[src/sffc_pkg.sv]
package sffc_pkg;

    localparam int FRAME_BYTES    = 26;
    localparam int MAX_UNICAST_ID = 14;
    localparam int CNT_W          = 5;
    localparam int ID_W           = 4;

    localparam logic [31:0]      CRC_POLY  = 32'h04C1_1DB7;
    localparam logic [31:0]      CRC_INIT  = 32'hFFFF_FFFF;
    localparam logic [7:0]       HDR_BYTE0 = 8'hFC;
    localparam logic [7:0]       HDR_BYTE1 = 8'hEE;
    localparam logic [CNT_W-1:0] CNT_MAX   = '1;

    typedef enum logic [2:0] {
        ST_OK          = 3'd0,
        ST_BAD_ID      = 3'd1,
        ST_LENGTH      = 3'd2,
        ST_HEADER      = 3'd3,
        ST_CRC         = 3'd4,
        ST_ID_MISMATCH = 3'd5
    } t_status;

    typedef struct packed {
        logic       valid;
        logic [7:0] rx_byte;
        logic       last_byte;
    } t_item;

    typedef struct packed {
        logic        [2:0]  status_code;
        logic        [7:0]  mode_byte;
        logic signed [7:0]  temperature;
        logic        [7:0]  winding_temperature;
        logic        [7:0]  voltage_half_volts;
        logic signed [15:0] torque_raw;
        logic signed [15:0] speed_raw;
        logic signed [31:0] position_raw;
        logic        [31:0] error_word;
        logic        [12:0] external_position;
        logic        [2:0]  extra_flags;
        logic        [15:0] aux_word;
    } t_result;

    typedef struct packed {
        logic    push;
        t_result data;
    } t_push;

    function automatic logic [31:0] crc32_word(input logic [31:0] crc, input logic [31:0] word);
        logic [31:0] c;
        c = crc ^ word;
        for (int b = 0; b < 32; b++) begin
            if (c[31]) begin
                c = {c[30:0], 1'b0} ^ CRC_POLY;
            end else begin
                c = {c[30:0], 1'b0};
            end
        end
        return c;
    endfunction

endpackage

[src/sffc_byte_if.sv]
interface sffc_byte_if;
    logic       valid;
    logic       ready;
    logic [7:0] rx_byte;
    logic       last_byte;

    modport source (output valid, output rx_byte, output last_byte, input ready);
    modport sink   (input valid, input rx_byte, input last_byte, output ready);
endinterface

[src/sffc_result_if.sv]
interface sffc_result_if;
    logic               valid;
    logic               ready;
    logic        [2:0]  status_code;
    logic        [7:0]  mode_byte;
    logic signed [7:0]  temperature;
    logic        [7:0]  winding_temperature;
    logic        [7:0]  voltage_half_volts;
    logic signed [15:0] torque_raw;
    logic signed [15:0] speed_raw;
    logic signed [31:0] position_raw;
    logic        [31:0] error_word;
    logic        [12:0] external_position;
    logic        [2:0]  extra_flags;
    logic        [15:0] aux_word;

    modport source (
        output valid, output status_code, output mode_byte, output temperature,
        output winding_temperature, output voltage_half_volts, output torque_raw,
        output speed_raw, output position_raw, output error_word,
        output external_position, output extra_flags, output aux_word,
        input ready
    );
    modport sink (
        input valid, input status_code, input mode_byte, input temperature,
        input winding_temperature, input voltage_half_volts, input torque_raw,
        input speed_raw, input position_raw, input error_word,
        input external_position, input extra_flags, input aux_word,
        output ready
    );
endinterface

[src/sffc_in_stage.sv]
module sffc_in_stage (
    input  logic                i_clk,
    input  logic                i_rst_n,
    sffc_byte_if.sink           i_in,
    input  logic                i_take,
    output sffc_pkg::t_item     o_item
);
    import sffc_pkg::*;

    logic       r_valid;
    logic [7:0] r_byte;
    logic       r_last;
    logic       w_load;

    assign i_in.ready = !r_valid || i_take;
    assign w_load     = i_in.valid && i_in.ready;

    always_ff @(posedge i_clk) begin
        if (!i_rst_n) begin
            r_valid <= 1'b0;
        end else if (w_load) begin
            r_valid <= 1'b1;
        end else if (i_take) begin
            r_valid <= 1'b0;
        end
    end

    always_ff @(posedge i_clk) begin
        if (w_load) begin
            r_byte <= i_in.rx_byte;
            r_last <= i_in.last_byte;
        end
    end

    assign o_item = '{valid: r_valid, rx_byte: r_byte, last_byte: r_last};
endmodule

[src/sffc_parser.sv]
module sffc_parser (
    input  logic                        i_clk,
    input  logic                        i_rst_n,
    input  logic                        i_cfg_we,
    input  logic [sffc_pkg::ID_W-1:0]   i_cfg_wdata,
    input  sffc_pkg::t_item             i_item,
    input  logic                        i_space,
    output logic                        o_take,
    output sffc_pkg::t_push             o_push
);
    import sffc_pkg::*;

    logic [ID_W-1:0]  r_exp_id;
    logic [CNT_W-1:0] r_cnt;
    logic [CNT_W-1:0] n_cnt;
    logic [31:0]      r_crc;
    logic [31:0]      n_crc;
    logic [7:0]       r_buf [FRAME_BYTES];
    logic [7:0]       n_buf [FRAME_BYTES];
    logic [CNT_W-1:0] w_count;
    logic [31:0]      w_word;
    logic             w_crc_hit;
    logic [15:0]      w_ext;
    t_result          w_res;

    assign o_take = i_item.valid && (!i_item.last_byte || i_space);

    always_comb begin
        n_buf = r_buf;
        if (r_cnt < CNT_W'(FRAME_BYTES)) begin
            n_buf[r_cnt] = i_item.rx_byte;
        end
        w_crc_hit = 1'b1;
        case (r_cnt)
            5'd5:    w_word = {n_buf[5],  n_buf[4],  n_buf[3],  n_buf[2]};
            5'd9:    w_word = {n_buf[9],  n_buf[8],  n_buf[7],  n_buf[6]};
            5'd13:   w_word = {n_buf[13], n_buf[12], n_buf[11], n_buf[10]};
            5'd17:   w_word = {n_buf[17], n_buf[16], n_buf[15], n_buf[14]};
            5'd21:   w_word = {n_buf[21], n_buf[20], n_buf[19], n_buf[18]};
            default: begin
                w_word    = '0;
                w_crc_hit = 1'b0;
            end
        endcase
        w_count = (r_cnt < CNT_MAX) ? r_cnt + 1'b1 : CNT_MAX;
        if (i_item.last_byte) begin
            n_cnt = '0;
            n_crc = CRC_INIT;
        end else begin
            n_cnt = w_count;
            n_crc = w_crc_hit ? crc32_word(r_crc, w_word) : r_crc;
        end
    end

    always_comb begin
        w_res = '0;
        w_ext = {n_buf[19], n_buf[18]};
        if (r_exp_id > ID_W'(MAX_UNICAST_ID)) begin
            w_res.status_code = ST_BAD_ID;
        end else if (w_count != CNT_W'(FRAME_BYTES)) begin
            w_res.status_code = ST_LENGTH;
        end else begin
            w_res.mode_byte = n_buf[2];
            if (n_buf[0] != HDR_BYTE0 || n_buf[1] != HDR_BYTE1) begin
                w_res.status_code = ST_HEADER;
            end else if ({n_buf[25], n_buf[24], n_buf[23], n_buf[22]} != r_crc) begin
                w_res.status_code = ST_CRC;
            end else if (n_buf[2][3:0] != r_exp_id) begin
                w_res.status_code = ST_ID_MISMATCH;
            end else begin
                w_res.status_code         = ST_OK;
                w_res.temperature         = n_buf[3];
                w_res.winding_temperature = n_buf[4];
                w_res.voltage_half_volts  = n_buf[5];
                w_res.torque_raw          = {n_buf[7], n_buf[6]};
                w_res.speed_raw           = {n_buf[9], n_buf[8]};
                w_res.position_raw        = {n_buf[13], n_buf[12], n_buf[11], n_buf[10]};
                w_res.error_word          = {n_buf[17], n_buf[16], n_buf[15], n_buf[14]};
                w_res.external_position   = w_ext[12:0];
                w_res.extra_flags         = w_ext[15:13];
                w_res.aux_word            = {n_buf[21], n_buf[20]};
            end
        end
    end

    assign o_push = '{push: o_take && i_item.last_byte, data: w_res};

    always_ff @(posedge i_clk) begin
        if (!i_rst_n) begin
            r_exp_id <= '0;
            r_cnt    <= '0;
            r_crc    <= CRC_INIT;
        end else begin
            if (i_cfg_we) begin
                r_exp_id <= i_cfg_wdata;
            end
            if (o_take) begin
                r_cnt <= n_cnt;
                r_crc <= n_crc;
            end
        end
    end

    always_ff @(posedge i_clk) begin
        if (o_take) begin
            r_buf <= n_buf;
        end
    end
endmodule

[src/sffc_out_queue.sv]
module sffc_out_queue (
    input  logic                i_clk,
    input  logic                i_rst_n,
    input  sffc_pkg::t_push     i_push,
    output logic                o_space,
    sffc_result_if.source       o_out
);
    import sffc_pkg::*;

    t_result    r_data [2];
    logic       r_wptr;
    logic       r_rptr;
    logic [1:0] r_cnt;
    logic       w_pop;
    t_result    w_head;

    assign w_pop   = o_out.valid && o_out.ready;
    assign o_space = (r_cnt != 2'd2) || w_pop;
    assign w_head  = r_data[r_rptr];

    always_ff @(posedge i_clk) begin
        if (!i_rst_n) begin
            r_wptr <= 1'b0;
            r_rptr <= 1'b0;
            r_cnt  <= '0;
        end else begin
            if (i_push.push) begin
                r_wptr <= !r_wptr;
            end
            if (w_pop) begin
                r_rptr <= !r_rptr;
            end
            r_cnt <= r_cnt + {1'b0, i_push.push} - {1'b0, w_pop};
        end
    end

    always_ff @(posedge i_clk) begin
        if (i_push.push) begin
            r_data[r_wptr] <= i_push.data;
        end
    end

    assign o_out.valid               = (r_cnt != 2'd0);
    assign o_out.status_code         = w_head.status_code;
    assign o_out.mode_byte           = w_head.mode_byte;
    assign o_out.temperature         = w_head.temperature;
    assign o_out.winding_temperature = w_head.winding_temperature;
    assign o_out.voltage_half_volts  = w_head.voltage_half_volts;
    assign o_out.torque_raw          = w_head.torque_raw;
    assign o_out.speed_raw           = w_head.speed_raw;
    assign o_out.position_raw        = w_head.position_raw;
    assign o_out.error_word          = w_head.error_word;
    assign o_out.external_position   = w_head.external_position;
    assign o_out.extra_flags         = w_head.extra_flags;
    assign o_out.aux_word            = w_head.aux_word;
endmodule

[src/servo_feedback_frame_checker_top.sv]
// Channel   Direction  Handshake     Payload
// i_in      in         valid/ready   rx_byte, last_byte
// o_out     out        valid/ready   status_code and the eleven frame fields
// i_cfg_*   in         write enable  expected motor ID, 4 bits
//
// One byte per cycle unless a last byte waits for queue space; a frame's result
// is pushed as its last byte leaves the input register for word CRC and checks.
// Synchronous active-low reset clears the byte count, CRC, config and queues.
// The two-entry result queue keeps bytes flowing while a result waits; a last
// byte stalls only when both entries are full.
module servo_feedback_frame_checker_top (
    input  logic                        i_clk,
    input  logic                        i_rst_n,
    input  logic                        i_cfg_we,
    input  logic [sffc_pkg::ID_W-1:0]   i_cfg_wdata,
    sffc_byte_if.sink                   i_in,
    sffc_result_if.source               o_out
);
    import sffc_pkg::*;

    t_item w_item;
    t_push w_push;
    logic  w_take;
    logic  w_space;

    sffc_in_stage u_in_stage (
        .i_clk   (i_clk),
        .i_rst_n (i_rst_n),
        .i_in    (i_in),
        .i_take  (w_take),
        .o_item  (w_item)
    );

    sffc_parser u_parser (
        .i_clk       (i_clk),
        .i_rst_n     (i_rst_n),
        .i_cfg_we    (i_cfg_we),
        .i_cfg_wdata (i_cfg_wdata),
        .i_item      (w_item),
        .i_space     (w_space),
        .o_take      (w_take),
        .o_push      (w_push)
    );

    sffc_out_queue u_out_queue (
        .i_clk   (i_clk),
        .i_rst_n (i_rst_n),
        .i_push  (w_push),
        .o_space (w_space),
        .o_out   (o_out)
    );
endmodule

[src/flat_wrapper.sv]
// flat-port wrapper written by rule: the top's interface ports become plain ports
module servo_feedback_frame_checker_top_flat import sffc_pkg::*;
  (i_clk, i_rst_n, i_cfg_we, i_cfg_wdata, i_in_valid, i_in_rx_byte, i_in_last_byte, i_in_ready, o_out_valid, o_out_status_code, o_out_mode_byte, o_out_temperature, o_out_winding_temperature, o_out_voltage_half_volts, o_out_torque_raw, o_out_speed_raw, o_out_position_raw, o_out_error_word, o_out_external_position, o_out_extra_flags, o_out_aux_word, o_out_ready);
  sffc_byte_if i_in_i ();
  sffc_result_if o_out_i ();
  input  logic i_clk;
  input  logic i_rst_n;
  input  logic i_cfg_we;
  input  logic [sffc_pkg::ID_W-1:0] i_cfg_wdata;
  input wire logic [$bits(i_in_i.valid)-1:0] i_in_valid;
  input wire logic [$bits(i_in_i.rx_byte)-1:0] i_in_rx_byte;
  input wire logic [$bits(i_in_i.last_byte)-1:0] i_in_last_byte;
  output wire logic [$bits(i_in_i.ready)-1:0] i_in_ready;
  output wire logic [$bits(o_out_i.valid)-1:0] o_out_valid;
  output wire logic [$bits(o_out_i.status_code)-1:0] o_out_status_code;
  output wire logic [$bits(o_out_i.mode_byte)-1:0] o_out_mode_byte;
  output wire logic [$bits(o_out_i.temperature)-1:0] o_out_temperature;
  output wire logic [$bits(o_out_i.winding_temperature)-1:0] o_out_winding_temperature;
  output wire logic [$bits(o_out_i.voltage_half_volts)-1:0] o_out_voltage_half_volts;
  output wire logic [$bits(o_out_i.torque_raw)-1:0] o_out_torque_raw;
  output wire logic [$bits(o_out_i.speed_raw)-1:0] o_out_speed_raw;
  output wire logic [$bits(o_out_i.position_raw)-1:0] o_out_position_raw;
  output wire logic [$bits(o_out_i.error_word)-1:0] o_out_error_word;
  output wire logic [$bits(o_out_i.external_position)-1:0] o_out_external_position;
  output wire logic [$bits(o_out_i.extra_flags)-1:0] o_out_extra_flags;
  output wire logic [$bits(o_out_i.aux_word)-1:0] o_out_aux_word;
  input wire logic [$bits(o_out_i.ready)-1:0] o_out_ready;
  assign i_in_i.valid = i_in_valid;
  assign i_in_i.rx_byte = i_in_rx_byte;
  assign i_in_i.last_byte = i_in_last_byte;
  assign i_in_ready = i_in_i.ready;
  assign o_out_valid = o_out_i.valid;
  assign o_out_status_code = o_out_i.status_code;
  assign o_out_mode_byte = o_out_i.mode_byte;
  assign o_out_temperature = o_out_i.temperature;
  assign o_out_winding_temperature = o_out_i.winding_temperature;
  assign o_out_voltage_half_volts = o_out_i.voltage_half_volts;
  assign o_out_torque_raw = o_out_i.torque_raw;
  assign o_out_speed_raw = o_out_i.speed_raw;
  assign o_out_position_raw = o_out_i.position_raw;
  assign o_out_error_word = o_out_i.error_word;
  assign o_out_external_position = o_out_i.external_position;
  assign o_out_extra_flags = o_out_i.extra_flags;
  assign o_out_aux_word = o_out_i.aux_word;
  assign o_out_i.ready = o_out_ready;
  servo_feedback_frame_checker_top u_core (.i_clk(i_clk), .i_rst_n(i_rst_n), .i_cfg_we(i_cfg_we), .i_cfg_wdata(i_cfg_wdata), .i_in(i_in_i), .o_out(o_out_i));
endmodule
[config.mk]
export PLATFORM = sky130hd
export DESIGN_NAME = servo_feedback_frame_checker_top_flat
export DESIGN_NICKNAME = d
export VERILOG_FILES = /design/src/sffc_pkg.sv /design/src/sffc_byte_if.sv /design/src/sffc_result_if.sv /design/src/sffc_in_stage.sv /design/src/sffc_parser.sv /design/src/sffc_out_queue.sv /design/src/servo_feedback_frame_checker_top.sv /design/src/flat_wrapper.sv
export SDC_FILE = /design/constraint.sdc
export NUM_CORES = 1
export LEC_CHECK = 0
export CORE_ASPECT_RATIO = 1.5
export CORE_MARGIN = 5
export CORE_UTILIZATION = 60
export DETAILED_ROUTE_END_ITERATION = 10
export DONT_BUFFER_PORTS = 1
export PLACE_DENSITY = 0.78
export RECOVER_POWER = 100
export SKIP_CTS_REPAIR_TIMING = 1
export SYNTH_ARGS = -nofsm -noshare
export SYNTH_HDL_FRONTEND = slang
export SYNTH_SLANG_ARGS = --single-unit
[constraint.sdc]
create_clock -name i_clk -period 24.2 [get_ports i_clk]
set_input_delay 4.84 -clock i_clk [delete_from_list [all_inputs] [get_ports i_clk]]
set_output_delay 4.84 -clock i_clk [all_outputs]
set_load 0.005 [all_outputs]
== Yosys cells after proc, flatten, opt, wreduce, memory -nomap -nowiden ==
Memory sizes are Yosys's and may differ from the RTL's. A register that Yosys moved wholly into a read port is not among the register bits.
Cells that the tools add are included.

* Memories kept: 1
* Output and inout bits: 165
* Word-level logic and storage cells: 196
* Bits in registers: 263
* Bits in writable memories: 326
* Bits of input ports: 18

* $add $sub $neg: 3
* Bitwise operators: 34
* Reductions and logical operators: 18
* Multiplexer cells: 89
* Equality and inequality tests: 11
* $lt $le $gt $ge: 5

{| class="wikitable"
|+ Memories
! name !! words !! width !! rd ports !! clocked after Yosys merged registers in !! write ports !! line !! text
|-
| u_core.u_out_queue.r_data || 2 || 163 || 1 || 1 || 1 || sffc_out_queue.sv:10 || <nowiki>t_result r_data [2];</nowiki>
|}

{| class="wikitable"
|+ Operators by type and width
! cell !! count
|-
| 2-to-1 mux 32 bit || 33
|-
| 2-to-1 mux 27 bit || 32
|-
| 2-to-1 mux 152 bit || 3
|-
| NOT 14 bit || 32
|-
| 2-to-1 mux 160 bit || 2
|-
| bitwise mux 208 bit || 1
|-
| 2-to-1 mux 208 bit || 1
|-
| one-hot mux 32 bit (5 select lines) || 1
|-
| demux 8 bit (select 5 bit) || 1
|-
| != test 32 bit || 1
|-
| bitwise XOR 32 bit || 1
|-
| != test 8 bit (second input constant) || 2
|-
| 2-to-1 mux 3 bit || 5
|-
| == test 5 x 4 -> 1 bit (second input constant) || 2
|-
| == test 5 bit (second input constant) || 2
|-
| < comparator 5 bit (second input constant) || 2
|-
| 2-to-1 mux 5 bit || 2
|-
| 2-to-1 mux 8 bit || 1
|-
| 2-to-1 mux 1 bit || 7
|-
| greater-or-equal comparator 6 bit (second input constant) || 1
|-
| < comparator 6 x 1 -> 1 bit (second input constant) || 1
|-
| NOT 5 -> 6 bit || 1
|-
| nonzero test 2 bit || 3
|-
| adder 5 x 1 -> 5 bit (second input constant) || 1
|-
| other kinds (12) || 22
|}

== Longest topological paths before layout ==
Gate-level depths: netlist of run 1.

* Word-level depth: 106
* Depth in mapped cells: 18
* Mapped depth without buffers: 14

== Cells and area by module ==
Synthesis of run 1 repeated with hierarchy kept, for this count alone.

* Cell total of the unflattened synthesis: 1946
* Area, all modules: 29366.9 sq um

{| class="wikitable"
|+ Modules (own cells, without submodules)
! module !! seq. area each (sq um) !! cells each !! area an instance (sq um) !! instances
|-
| sffc_parser || 7066.8 || 1399 || 16744.8 || 1
|-
| sffc_out_queue || 9889.5 || 531 || 12279.3 || 1
|-
| sffc_in_stage || 290.3 || 16 || 342.8 || 1
|}

== Least setup slack after synthesis of run 1 ==
Ideal clock, no wire load.

* Kind: in2reg
* From: input o_out_ready
* To: memory u_core.u_out_queue.r_data[0][0] in the netlist's numbering (enable)
* Cell stages on the path: 5
* Setup slack: 8059 ps
* Data arrival time: 15453 ps
* Buffers on the path: 0
* Setup time: 688 ps
* Required time: 23512 ps
* Cells stage by stage: nor4bb_1 nand2b_1 clkinv_1 nand2_1 nor2_1

* Word-level cells in the longest chain between the ends: 7

{| class="wikitable"
|+ Ends and longest elaborated chain
! what !! line !! text
|-
| start: declaration || flat_wrapper.sv:27 || <nowiki>input wire logic [$bits(o_out_i.ready)-1:0] o_out_ready;</nowiki>
|-
| logical AND 1 bit || sffc_out_queue.sv:17 || <nowiki>assign w_pop = o_out.valid && o_out.ready;</nowiki>
|-
| logical OR 1 bit || sffc_out_queue.sv:18 || <nowiki>assign o_space = (r_cnt != 2'd2) || w_pop;</nowiki>
|-
| logical OR 1 bit || sffc_parser.sv:26 || <nowiki>assign o_take = i_item.valid && (!i_item.last_byte || i_space);</nowiki>
|-
| logical AND 1 bit || sffc_parser.sv:26 ||
|-
| net u_core.u_in_stage.i_take || sffc_in_stage.sv:5 || <nowiki>input logic i_take,</nowiki>
|-
| logical AND 1 bit || sffc_parser.sv:86 || <nowiki>assign o_push = '{push: o_take && i_item.last_byte, data: w_res};</nowiki>
|-
| 2-to-1 mux 1 bit || sffc_out_queue.sv:38 || <nowiki>if (i_push.push) begin</nowiki>
|-
| 2-to-1 mux 1 bit (not written as such) || sffc_out_queue.sv:39 || <nowiki>r_data[r_wptr] <= i_push.data;</nowiki>
|-
| end: declaration || sffc_out_queue.sv:10 ||
|}

The timed path passes the listed nets, and every way through them passes these cells.

== Worst setup path after layout of run 1 ==
* From: input o_out_ready
* To: memory u_core.u_out_queue.r_data[0][22] in the netlist's numbering (enable)

The elaborated chain is that of the path after synthesis.

==> flow_summary_export.csv, run 1 <==
group,metric,value,unit
drt,drt_wl_total,74190,um
cts,worstSkewPairLatency,0.60,ns
yosys,synth-seq-cells,590,
power,p_leak,10.33,nW
place,placed_area,0.02964,mm^2
critical_path,worstPathRequired,24.29,ns
grt,grt_pass1_vias,17080,
sta,period_share,65.70,%
hold_path,hold_path_class,"flop to flop",
cts,numCtsBuffers,52,
grt,grt_use_total,27.19,%
cts,clockRootBuffer,"clkbuf_16",
flow_run,drv_cap,17,
power,p_per_area,99.49,mW/mm^2
die,die_h,279.8,um
drt,vias_per_cell,6.417,
drt,dr.pass1.iters,7,
sta,final-hold-violation-count,0,
drt,vias,16760,
cts,cts_buffer_depth,3,
grt,grt_max_degree,125,
cts,cts.clk_slew.worst_paths,0.06,ns
grt,antenna_found_initial,0,
grt,grt_pass1_wl,108900,um
sta,tns,0,ns
drt,wl_per_cell,28.40,um
cts,clock-sinks,590,
critical_path,worstSetupEndpointType,"flop",
sta,slew_violations,955,
yosys,ys_seq_area_share,59.21,%
die,start_util,60.29,%
yosys,synth-async-reset-ratio,0,%
finish,nets,1989,
yosys,netlist_area,0.02913,mm^2
die,die_area,0.05314,mm^2
outcome,status,"finished with violations",
yosys,syn-instance-count,2008,
power,ir_drop,0.0001573,V
drt,drt_iter0_drc,1787,
yosys,syn_nets,2032,
critical_path,crit_arrival,15.99,ns
critical_path,critPathMaxFanout,74,
yosys,ys_types,74,
place,place.port_buffers,0,
finish,diodes,0,
outcome,violations,"capacitance limit, slew limit",
sta,post-route-min-period,15.90,ns
sta,rsz0062_at_grt,"false",
power,total_power,3.116,mW
yosys,synthFlopType,"edfxtp_1",
yosys,avgSynthCellArea,14.50,um^2
die,core,0.04831,mm^2
yosys,synth_warnings,0,
finish,areaGrowthSynthToFinish,7.522,%
sta,setup_violations,0,
die,ios,183,
sta,max_freq,62.89,MHz
place,dp_hpwl,50690,um
grt,grt_overflow,0,
cts,htree_levels,2,
drt,ant_nets,0,
critical_path,worstSetupPathType,"input port to flop",
die,die_w,189.9,um
cts,cts_tree,"done",
sta,tightest_slew,4.356,ns
finish,drive_gt1_share,9.771,%
yosys,synth_edf_count,543,
critical_path,cp-start-kind,"input port",
place,gp_routability_congestion,0.9681,
sta,finClkSkew,0.02273,ns
finish,finalInstanceArea,0.03132,mm^2
drt,drc,0,
die,rows,99,
sta,slew-limit-headroom,-190.4,%
-- state kept, by name (all words and copies together) (netlist names), named ones only --
name and flops:
u_core.u_in_stage.r_byte 8, u_core.u_in_stage.r_last 1, u_core.u_in_stage.r_valid 1, u_core.u_out_queue.r_cnt 2, u_core.u_out_queue.r_data 326, u_core.u_out_queue.r_rptr 1
u_core.u_out_queue.r_wptr 1, u_core.u_parser.r_buf 208, u_core.u_parser.r_cnt 5, u_core.u_parser.r_crc 32, u_core.u_parser.r_exp_id 4
-- cell usage in the layout, fill, tap and decap left out, types with 6 or more instances in the layout --
master,Yosys,layout
a211oi_1,11,11
and2_0,0,8
nand2_1,130,130
o2bb2ai_1,11,11
nor4b_1,14,14
nor3_1,12,12
clkbuf_16,0,52
and3_1,149,149
a21oi_1,21,21
nor2b_1,15,15
mux2_1,0,276
clkinv_2,0,10
o22a_1,24,24
mux2i_1,46,46
mux2_2,325,49
clkinv_1,2,6
xor2_1,79,79
dfxtp_1,47,47
nand2b_1,9,9
xnor3_1,30,30
nor2_1,47,46
xnor3_2,8,8
edfxtp_1,543,543
bufinv_16,0,9
nand3_1,21,21
buf_4,2,13
o21ai_0,26,26
clkbuf_1,98,23
xnor2_4,8,8
inv_1,23,23
ha_1,6,6
xnor2_2,12,12
xnor2_1,154,154
-- layout make-up --
type / instances / area [um^2]
fillers: 3462 / 16990
well taps: 606 / 758.2
repair buffers: 29 / 157.7
flip-flops and latches: 590 / 17250
multi-input cells: 1267 / 11280
clock inverters: 36 / 452.9
clock buffers: 59 / 1328
inverters: 25 / 95.09
-- cells in the mapped netlist, drive strengths merged, types with 28 or more instances --
master / number / area [um^2]
buf: 28 / 146.4
and3: 151 / 954.7
xnor3: 38 / 865.8
dfxtp: 47 / 940.9
edfxtp: 543 / 16310
mux2: 325 / 3660
clkbuf: 98 / 367.9
mux2i: 46 / 460.4
nor2: 47 / 176.4
xor2: 85 / 800.8
xnor2: 174 / 1764
nand2: 130 / 488.0
-- final timing paths --
check | start | end | slack (ns) | cells after the start
worst max-delay path | o_out_ready | u_core.u_out_queue.r_data[0][22] | 8.30 | 7
worst min-delay path | u_core.u_parser.r_crc[25] | u_core.u_parser.r_crc[25] | 0.51 | 1
worst max register to register | u_core.u_in_stage.r_last | u_core.u_out_queue.r_data[0][22] | 11.62 | 7
worst min register to register | u_core.u_parser.r_crc[25] | u_core.u_parser.r_crc[25] | 0.51 | 1
-- power by group --
group          switching, mW  internal, mW  total, mW
logic                  0.570         0.514       1.08
clock network          0.373         0.494      0.867
registers             0.0239          1.14       1.16
-- cells by family after synthesis --
| family | share of synthesized area, % |
|---|---|
| AO/OA/AOI/OAI | 3.394 |
| XOR/XNOR | 12.37 |
| adder cells (fa/ha/maj) | 0.2577 |
| buffers and inverters | 2.088 |
| flip-flops | 59.21 |
| multiplexers | 14.15 |
| AND/OR/NAND/NOR | 8.527 |
-- per-stage QoR --
| stage | hold WS, ns | utilization [%] | worst slack, ns | cells |
|---|---|---|---|---|
| after floorplan | 0.4584 | - | 8.059 | 2008 |
| after global placement | 0.4762 | 61.35 | 13.95 | 2517 |
| after detailed placement | 0.4863 | 61.35 | 13.92 | 2517 |
| after CTS | 0.5005 | 65.04 | 13.92 | 2612 |
| after global routing | 0.5216 | 64.83 | 7.401 | 2612 |
| final | 0.5061 | 64.83 | 8.300 | 2612 |
-- routing by layer --
layer | track usage (%) | vias up | share of wire [%]
li1 | - | 7364 | -
met1 | 31.50 | 8389 | 35
met2 | 48.56 | 787 | 52
met3 | 4.326 | 221 | 7.3
met4 | 14.16 | 0 | 6.6
met5 | 0 | - | 0
-- worst max-delay path, cell delays in order --
cell and delay, ns:
nor4bb_1 0.05, nand2b_1 0.31, clkinvlp_2 1.94, nand2_1 0.68
nor2_1 2.57, clkbuf_1 2.41, clkbuf_1 3.04
(Power assumes the default switching activity.)
==> run 2: changes to the inputs <==
--- a/config.mk
+++ b/config.mk
@@ -5,9 +5,10 @@
 export SDC_FILE = /design/constraint.sdc
 export NUM_CORES = 1
 export LEC_CHECK = 0
+export ABC_AREA = 1
 export CORE_ASPECT_RATIO = 1.5
 export CORE_MARGIN = 5
-export CORE_UTILIZATION = 60
+export CORE_UTILIZATION = 58
 export DETAILED_ROUTE_END_ITERATION = 10
 export DONT_BUFFER_PORTS = 1
 export PLACE_DENSITY = 0.78
==> constraint.sdc (replaced) <==
create_clock -name i_clk -period 13.9 [get_ports i_clk]
set_input_delay 2.78 -clock i_clk [delete_from_list [all_inputs] [get_ports i_clk]]
set_output_delay 2.78 -clock i_clk [all_outputs]
set_load 0.005 [all_outputs]
==> run 2 against run 1 <==
The run still ends with capacitance limit, slew limit left. Synthesized area increased by 8.7%. Via count is 43% higher. Routed wire length is 24% higher. Design area grew 7.2%. Die area is 12% higher. Combinational power grew 140%. Critical endpoint is now u_core.u_out_queue.r_data[1][16]. Largest cell class unchanged. Largest power group is now combinational cells.
==> flow_summary_export.csv, run 2 <==
group,metric,value,unit
place,gp_routability_congestion,1.025,
die,ios,183,
place,place.port_buffers,0,
hold_path,holdPathEnd,"u_core.u_out_queue.r_rptr",
cts,cts_tree,"done",
power,pwr-share-seq,34.3,%
critical_path,worstSetupEndpointType,"flop",
cts,numCtsBuffers,52,
sta,setup_violations,0,
finish,areaGrowthSynthToFinish,6.001,%
power,p_leak,14.52,nW
finish,finalInstanceArea,0.03357,mm^2
die,core,0.05439,mm^2
place,placed_area,0.03222,mm^2
power,p_switching,2.467,mW
sta,finClkSkew,0.03188,ns
die,die_h,296.2,um
drt,vias_per_cell,5.797,
flow_run,drv_cap,12,
sta,tightest_slew,4.254,ns
finish,nets,3421,
power,internal-power,3.571,mW
drt,drc,0,
critical_path,timing.rr.end,"u_core.u_out_queue.r_data[1][16]",
drt,drt_wl_total,92270,um
sta,rsz0062_at_grt,"false",
grt,grt_use_total,29.97,%
hold_path,hold_path_class,"flop to flop",
outcome,violations,"capacitance limit, slew limit",
drt,ant_nets,0,
yosys,synth_warnings,0,
sta,fin_ws,4.490,ns
sta,slew_violations,525,
sta,period_share,67.69,%
critical_path,worstSetupPathType,"flop to flop",
finish,drive_gt1_share,7.531,%
yosys,synth-seq-cells,590,
yosys,synth_top_area_share,51.48,%
sta,whs,0.4500,ns
drt,vias,23970,
grt,antenna_found_initial,0,
yosys,synth-async-reset-ratio,0,%
die,rows,105,
yosys,synthFlopType,"edfxtp_1",
power,ir_drop,0.0001503,V
critical_path,worstPathRequired,14.05,ns
yosys,synthTopCellsByCount,"nand2_1, edfxtp_1, inv_1, nand3_1, nor2_1",
drt,drt_iter0_drc,2616,
hold_path,min_from,"u_core.u_out_queue.r_rptr",
die,die_w,200.8,um
finish,top_register,"u_core.u_out_queue.r_data",
die,die_area,0.05948,mm^2
finish,fillCellCount,4474,
yosys,ys_types,48,
power,p_per_area,179.8,mW/mm^2
finish,most-common-layout-cells,"nand2_1, edfxtp_1, inv_1, nand3_1, nor2_1",
hold_path,hold_depth,1,
critical_path,worstReg2RegStart,"u_core.u_parser.r_cnt[2]",
place,dp_hpwl,66900,um
sta,max_freq,106.3,MHz
yosys,synth_most_common_cell,"nand2_1",
critical_path,r2r.worst_path.cells,11,
finish,largestRegisters,"u_core.u_out_queue.r_data: 326 flops, u_core.u_parser.r_buf: 208 flops, u_core.u_parser.r_crc: 32 flops",
place,pre_cts_ws,7.586,ns
sta,tns,0,ns
yosys,syn_nets,3450,
yosys,netlist_area,0.03167,mm^2
finish,largest_register_ffs,326,
cts,clockRootBuffer,"clkbuf_16",
yosys,avgSynthCellArea,9.244,um^2
finish,ff_latch_area,0.01725,mm^2
cts,clock-sinks,590,
cts,cts.clk_slew.worst_paths,0.07,ns
cts,cts_buffer_depth,3,
power,p_clk_share,23.1,%
finish,multi_input_area,0.01211,mm^2
sta,final-hold-violation-count,0,
power,switching_share,40.86,%
drt,dr.pass1.iters,8,
sta,slew-limit-headroom,-183.6,%
critical_path,cp-start-kind,"flop",
sta,post-route-min-period,9.410,ns
yosys,synth_edf_count,543,
outcome,status,"finished with violations",
critical_path,critPathMaxFanout,84,
grt,grt_pass1_vias,22340,
grt,grt_pass1_wl,136000,um
grt,grt_max_degree,139,
finish,final_common_cell,"nand2_1",
power,p_comb_share,42.6,%
yosys,syn-instance-count,3426,
yosys,yosysTopAreaCell,"edfxtp_1",
critical_path,crit_arrival,9.56,ns
yosys,synth_area_leaders,"edfxtp_1, nand2_1, mux2_2",
cts,htree_levels,2,
finish,diodes,0,
cts,worstSkewPairLatency,0.61,ns
yosys,ys_seq_area_share,54.45,%
grt,grt_overflow,0,
die,start_util,58.23,%
drt,wl_per_cell,22.32,um
critical_path,rrSetupSlack,4.49,ns
## run 2: cell type report
cell class	count	share of cell area, %
Sequential cell	590	51.37
Multi-Input combinational cell	2331	36.08
Inverter	388	4.346
Clock buffer	60	3.965
Tap cell	695	2.590
Clock inverter	36	0.8646
Timing Repair Buffer	34	0.7826
## run 2: cells by family (layout without fill, tap and decap cells)
kind of cell / count (synthesis) / after routing / share of synthesized area [%]
and+or+nand+nor: 1805 / 1805 / 25.38
DFF: 590 / 590 / 54.45
buffers and inverters: 505 / 518 / 6.661
AOI/OAI and AO/OA: 246 / 246 / 4.251
muxes: 163 / 163 / 5.795
xor gates and xnor gates: 111 / 111 / 3.224
adders and majority gates: 6 / 6 / 0.2370
## run 2: metrics by stage
stage	total power [mW]	utilization [%]	std cells
6_report	6.038	61.73	4134
5_1_grt	6.415	61.73	4134
4_1_cts	6.107	62.22	4134
3_5_place_dp	4.724	59.24	4038
3_3_place_gp	4.701	59.24	4038
2_1_floorplan	4.095	-	3426
## run 2: layer usage
layer  vias to the layer above  share of wire, %  track usage [%]
met4                         0               8.8            21.65
met2                      1123                49            51.00
li1                      11320                 -                -
met1                     11250                36            35.24
met3                       269               7.1            3.938
met5                         -                 0                0
## run 2: power groups by stage
stage	logic, mW	registers [mW]	clock network [mW]
6_report	2.57	2.07	1.40
5_1_grt	2.86	2.08	1.48
4_1_cts	2.63	2.07	1.41
3_5_place_dp	2.62	2.11	0
3_3_place_gp	2.60	2.10	0
2_1_floorplan	2.01	2.08	0
## run 2: worst max path at each step
| stage | cells past startpoint | start | slack, ns | end |
|---|---|---|---|---|
| finish | 11 | u_core.u_parser.r_cnt[2] | 4.49 | u_core.u_out_queue.r_data[1][16] |
| global route | 12 | u_core.u_parser.r_cnt[2] | 3.94 | u_core.u_out_queue.r_data[1][97] |
| CTS | 2 | o_out_ready | 7.59 | i_in_ready |
| detailed placement | 2 | o_out_ready | 7.59 | i_in_ready |
| global placement | 2 | o_out_ready | 7.59 | i_in_ready |
| floorplan | 4 | o_out_ready | 2.51 | u_core.u_out_queue.r_data[1][0] |
## run 2: critical path, stage by stage, from the launching register on
cell	delay, ns
dfxtp_1	0.52
nor2_1	1.62
nand3_1	0.62
clkinv_1	0.35
o21a_1	0.37
xor2_1	0.20
nor4_1	0.08
inv_1	0.06
nor2_1	0.05
nand2_1	2.12
clkbuf_1	2.36
nor2_1	0.48
